File: src/sv/bsws_pkg.sv
`timescale 1ns / 1ps

package bsws_pkg;

   localparam int DEPTH   = 256;
   localparam int ADDR_W  = $clog2(DEPTH);
   localparam int FILL_W  = 9;
   localparam int COUNT_W = 9;
   localparam int WORD_W  = 32;

   localparam logic [COUNT_W-1:0] COUNT_MAX = {COUNT_W{1'b1}};

   localparam logic [2:0] OP_PUSH   = 3'd0;
   localparam logic [2:0] OP_POP    = 3'd1;
   localparam logic [2:0] OP_PEEK   = 3'd2;
   localparam logic [2:0] OP_SEARCH = 3'd3;
   localparam logic [2:0] OP_CLEAR  = 3'd4;

   localparam logic [1:0] STATUS_OK    = 2'd0;
   localparam logic [1:0] STATUS_FULL  = 2'd1;
   localparam logic [1:0] STATUS_EMPTY = 2'd2;

   typedef enum logic [2:0] {
      KIND_PUSH   = 3'd0,
      KIND_POP    = 3'd1,
      KIND_PEEK   = 3'd2,
      KIND_SEARCH = 3'd3,
      KIND_CLEAR  = 3'd4,
      KIND_NOP    = 3'd5
   } bsws_kind_type;

   typedef struct packed {
      logic [2:0]               op;
      logic signed [WORD_W-1:0] value;
   } bsws_req_type;

   typedef struct packed {
      logic [1:0]               status;
      logic signed [WORD_W-1:0] data;
      logic [COUNT_W-1:0]       match_count;
   } bsws_rsp_type;

   typedef struct packed {
      bsws_kind_type     kind;
      logic [WORD_W-1:0] value;
   } bsws_cmd_type;

endpackage

File: src/sv/bsws_front.sv
`timescale 1ns / 1ps

module bsws_front (
   input  logic                  clock,
   input  logic                  reset,
   input  logic                  req_push,
   output logic                  req_full,
   input  bsws_pkg::bsws_req_type req_item,
   output logic                  cmd_valid,
   input  logic                  cmd_ready,
   output bsws_pkg::bsws_cmd_type cmd
);
   import bsws_pkg::*;

   bsws_cmd_type q_ff [2];
   logic         wptr_ff, wptr_in;
   logic         rptr_ff, rptr_in;
   logic [1:0]   cnt_ff, cnt_in;
   logic         wr_en, rd_en;
   bsws_cmd_type classed;

   always_comb begin
      classed.value = req_item.value;
      unique case (req_item.op)
         OP_PUSH:   classed.kind = KIND_PUSH;
         OP_POP:    classed.kind = KIND_POP;
         OP_PEEK:   classed.kind = KIND_PEEK;
         OP_SEARCH: classed.kind = KIND_SEARCH;
         OP_CLEAR:  classed.kind = KIND_CLEAR;
         default:   classed.kind = KIND_NOP;
      endcase
   end

   assign req_full  = (cnt_ff == 2'd2);
   assign cmd_valid = (cnt_ff != 2'd0);
   assign cmd       = q_ff[rptr_ff];
   assign wr_en     = req_push && !req_full;
   assign rd_en     = cmd_valid && cmd_ready;

   always_comb begin
      wptr_in = wr_en ? !wptr_ff : wptr_ff;
      rptr_in = rd_en ? !rptr_ff : rptr_ff;
      cnt_in  = cnt_ff + 2'(wr_en) - 2'(rd_en);
   end

   always_ff @(posedge clock) begin
      if (reset) begin
         wptr_ff <= 1'b0;
         rptr_ff <= 1'b0;
         cnt_ff  <= 2'd0;
      end else begin
         wptr_ff <= wptr_in;
         rptr_ff <= rptr_in;
         cnt_ff  <= cnt_in;
      end
   end

   always_ff @(posedge clock) begin
      if (wr_en) begin
         q_ff[wptr_ff] <= classed;
      end
   end

endmodule

File: config.mk
export PLATFORM = sky130hd
export DESIGN_NAME = bsws_front
export DESIGN_NICKNAME = d
export VERILOG_FILES = /design/src/sv/bsws_pkg.sv /design/src/sv/bsws_front.sv
export SDC_FILE = /design/constraint.sdc
export NUM_CORES = 1
export LEC_CHECK = 0
export ABC_AREA = 1
export BUFFER_PORTS_ARGS = -buffer_cell sky130_fd_sc_hd__buf_2
export CAP_MARGIN = 40
export CORE_MARGIN = 8
export CORE_UTILIZATION = 52
export CTS_CLUSTER_SIZE = 20
export DETAILED_ROUTE_END_ITERATION = 12
export GPL_TIMING_DRIVEN = 0
export PLACE_DENSITY = 0.79
export SLEW_MARGIN = 40
export SYNTH_ARGS = -nofsm -noshare
export SYNTH_HDL_FRONTEND = slang
export SYNTH_SLANG_ARGS = --single-unit
File: constraint.sdc
create_clock -name clock -period 2.7 [get_ports clock]
set_input_delay 0.135 -clock clock [delete_from_list [all_inputs] [get_ports clock]]
set_output_delay 0.135 -clock clock [all_outputs]
set_load 0.005 [all_outputs]
==> flow_metrics.tcl <==
set metrics [dict create \
    antenna_found_initial 0 \
    synthTopCellsByCount "edfxtp_1 (70), mux2_4 (30), inv_1 (11), nor2_1 (10), nand2_1 (8)" \
    drtPass1Iterations 5 \
    finalHoldViolations 0 \
    status "finished clean" \
    crit_type "flip-flop to flip-flop" \
    power.density_nw_per_um2 845 \
    drc_errors 0 \
    ys_warn_count 0 \
    nets 314 \
    cts_tree "done" \
    holdCritPathClass "primary input to flip-flop" \
    report.final.slew_viol_count 0 \
    max-cap-violations 0 \
    rsz0062_at_grt "no" \
    syn_inst 152 \
    synthArstFlopShare_pct 0 \
    drt-initial-drc-count 61 \
    peakVddDrop_mv 0.517 \
    worstPathRequired_ns 2.66 \
    syn2layout_area_growth_pct 35.3 \
    clockRootBuffer "clkbuf_8" \
    tightest_slew_ns 0.775 \
    synth.largest_area_cell "edfxtp_1" \
    cts.path.max_buffers 2 \
    yosysSeqAreaShare_pct 74.6 \
    n_fill_cell 341 \
    cp_max_fo 35 \
    place.gp.congestion 0.755 \
    die_area_um2 8340 \
    initial_utilization_pct 53.6 \
    wl_per_cell_um 15.6 \
    gr-usage-all-layers_pct 13.6 \
    synth.ff_latch_count 75 \
    chipWidth_um 91.3 \
    cts_made_buffers 9 \
    cp-start-kind "flip-flop" \
    final_util_pct 72.5 \
    critPathArrivalTime_ns 1.58 \
    yosysTopAreaCellShare_pct 71.2 \
    cts-resized-gates 0 \
    setup_viol_count_final 0 \
    io-pin-count 76 \
    timing.hold.ws_ns 0.0767 \
    portBuffers 75 \
    netlist_area_um2 2950 \
    post-route-period-util_pct 60.0 \
    antennaDiodeCount 0 \
    synth_flop_cell "edfxtp_1" \
    drt-total-wl_mm 5.46 \
    place_ws_ns 1.07 \
    drive_gt1_share_pct 47.1 \
    grt_first_pass_wirelength_mm 8.85 \
    maxSlewHeadroom_pct 48.3 \
    row_count 27 \
    synthMostInstantiatedCell "edfxtp_1" \
    path_clk_slew_ns 0.07 \
    h-tree-depth 3 \
    timing.final.ws_setup_ns 1.08 \
    synth_edf_count 70 \
    vias_per_cell 4.62 \
    vias 1618 \
    synth_area_leaders "edfxtp_1 (71%), mux2_4 (15%), dfxtp_1 (3.4%), buf_12 (2.0%), mux2_2 (1.9%)" \
    setup-tns-final_ns 0 \
    avgSynthCellArea_um2 19.4 \
    cellLeakagePower_uw 0.00164 \
    core_um2 5510 \
    cts_setup_buffers 0 \
    yosysUniqueCellTypes 14 \
    worstSkewPairLatency_ns 0.33 \
    post-route-min-period_ns 1.62 \
    fmax_mhz 618 \
    hpwlAfterDp_mm 3.74 \
    crit_chain "inv_1, nand2_1, nand3_1, inv_2" \
    slowest_delay_ns 0.59 \
    first_global_vias 1771 \
    cp_slowest_cell "inv_2" \
    final_antenna_net_count 0 \
    die_y_um 91.3 \
    skew_ns 0.00431 \
    grt_max_degree 36 \
    gr-total-overflow 0 \
    syn_nets 193 \
    numClockSinks 75 \
    critPathCaptureType "flip-flop" \
]
[per-stage QoR]
step	cells	cell area (µm²)	total power (µW)
6_report	350	3990	3370
5_1_grt	350	3990	3530
4_1_cts	349	3980	3410
3_5_place_dp	301	3450	2490
3_3_place_gp	299	3420	2440
2_1_floorplan	152	2950	2140
[cells in the final DEF (no fill, tap or decap), drive strengths merged]
cell type / n
a21o: 1
a21oi: 2
buf: 81
bufinv: 2
clkbuf: 11
clkinv: 3
clkinvlp: 1
dfxtp: 5
dlygate4sd3: 33
edfxtp: 70
ha: 2
inv: 11
mux2: 35
nand2: 8
nand3: 3
nor2: 10
[per-layer routing]
| layer | global-route usage [%] | wire length, µm |
|---|---|---|
| met5 | 0 | 0 |
| met4 | 6.96 | 70 |
| met3 | 4.12 | 257 |
| met2 | 23.9 | 2900 |
| met1 | 14.6 | 2230 |
[registers in the layout, summed over array words and instances, names as in the netlist, named ones only]
register,flops
cnt_ff,2
wptr_ff,1
rptr_ff,1
q_ff,70
[logic make-up (layout without fill, tap and decap cells)]
family / Yosys count / after routing / share of synthesized area (%)
compound gates: 3 / 3 / 0.594
fa+ha+maj: 2 / 2 / 0.848
buf+inv: 16 / 142 / 3.94
flops: 75 / 75 / 74.6
mux: 35 / 35 / 17.2
simple gates: 21 / 21 / 2.80
[critical path, delay by kind of cell, from the launching register on]
family	cells	cell delay [ns]
buffers and inverters	2	0.66
DFF	1	0.36
and+or+nand+nor	2	0.22
[path summary, 6_finish.rpt]
| kind | startpoint | endpoint | slack, ns | cells past startpoint |
|---|---|---|---|---|
| worst min register to register | rptr_ff | rptr_ff | 0.54 | 2 |
| worst max register to register | cnt_ff[0] | q_ff[1][14] | 1.08 | 4 |
| worst max-delay path | cnt_ff[0] | q_ff[1][14] | 1.08 | 4 |
| worst min-delay path | req_item[32] | q_ff[1][32] | 0.08 | 2 |
[where the power goes]
part / leakage [µW] / internal, µW / total (µW) / switching, µW
clock network: 0.000101 / 513 / 890 / 377
registers: 0.000695 / 1480 / 1530 / 53.4
logic: 0.000840 / 530 / 950 / 421
[repair_timing]
action,in CTS,in global routing
endpoints found under the hold margin,61,1
hold buffers,32,1
endpoints found under the setup margin,0,0
[layout make-up]
cell class | instances | area [µm²] | share of cell area, %
well taps | 72 | 90.1 | 2.26
clock buffers | 10 | 128 | 3.20
inverters | 11 | 41.3 | 1.03
multi-input cells | 61 | 639 | 16.0
repair buffers | 110 | 736 | 18.4
clock inverters | 6 | 80.1 | 2.01
plain buffers | 5 | 75.1 | 1.88
flip-flops and latches | 75 | 2200 | 55.2
Power figures use the tool's default switching activity.
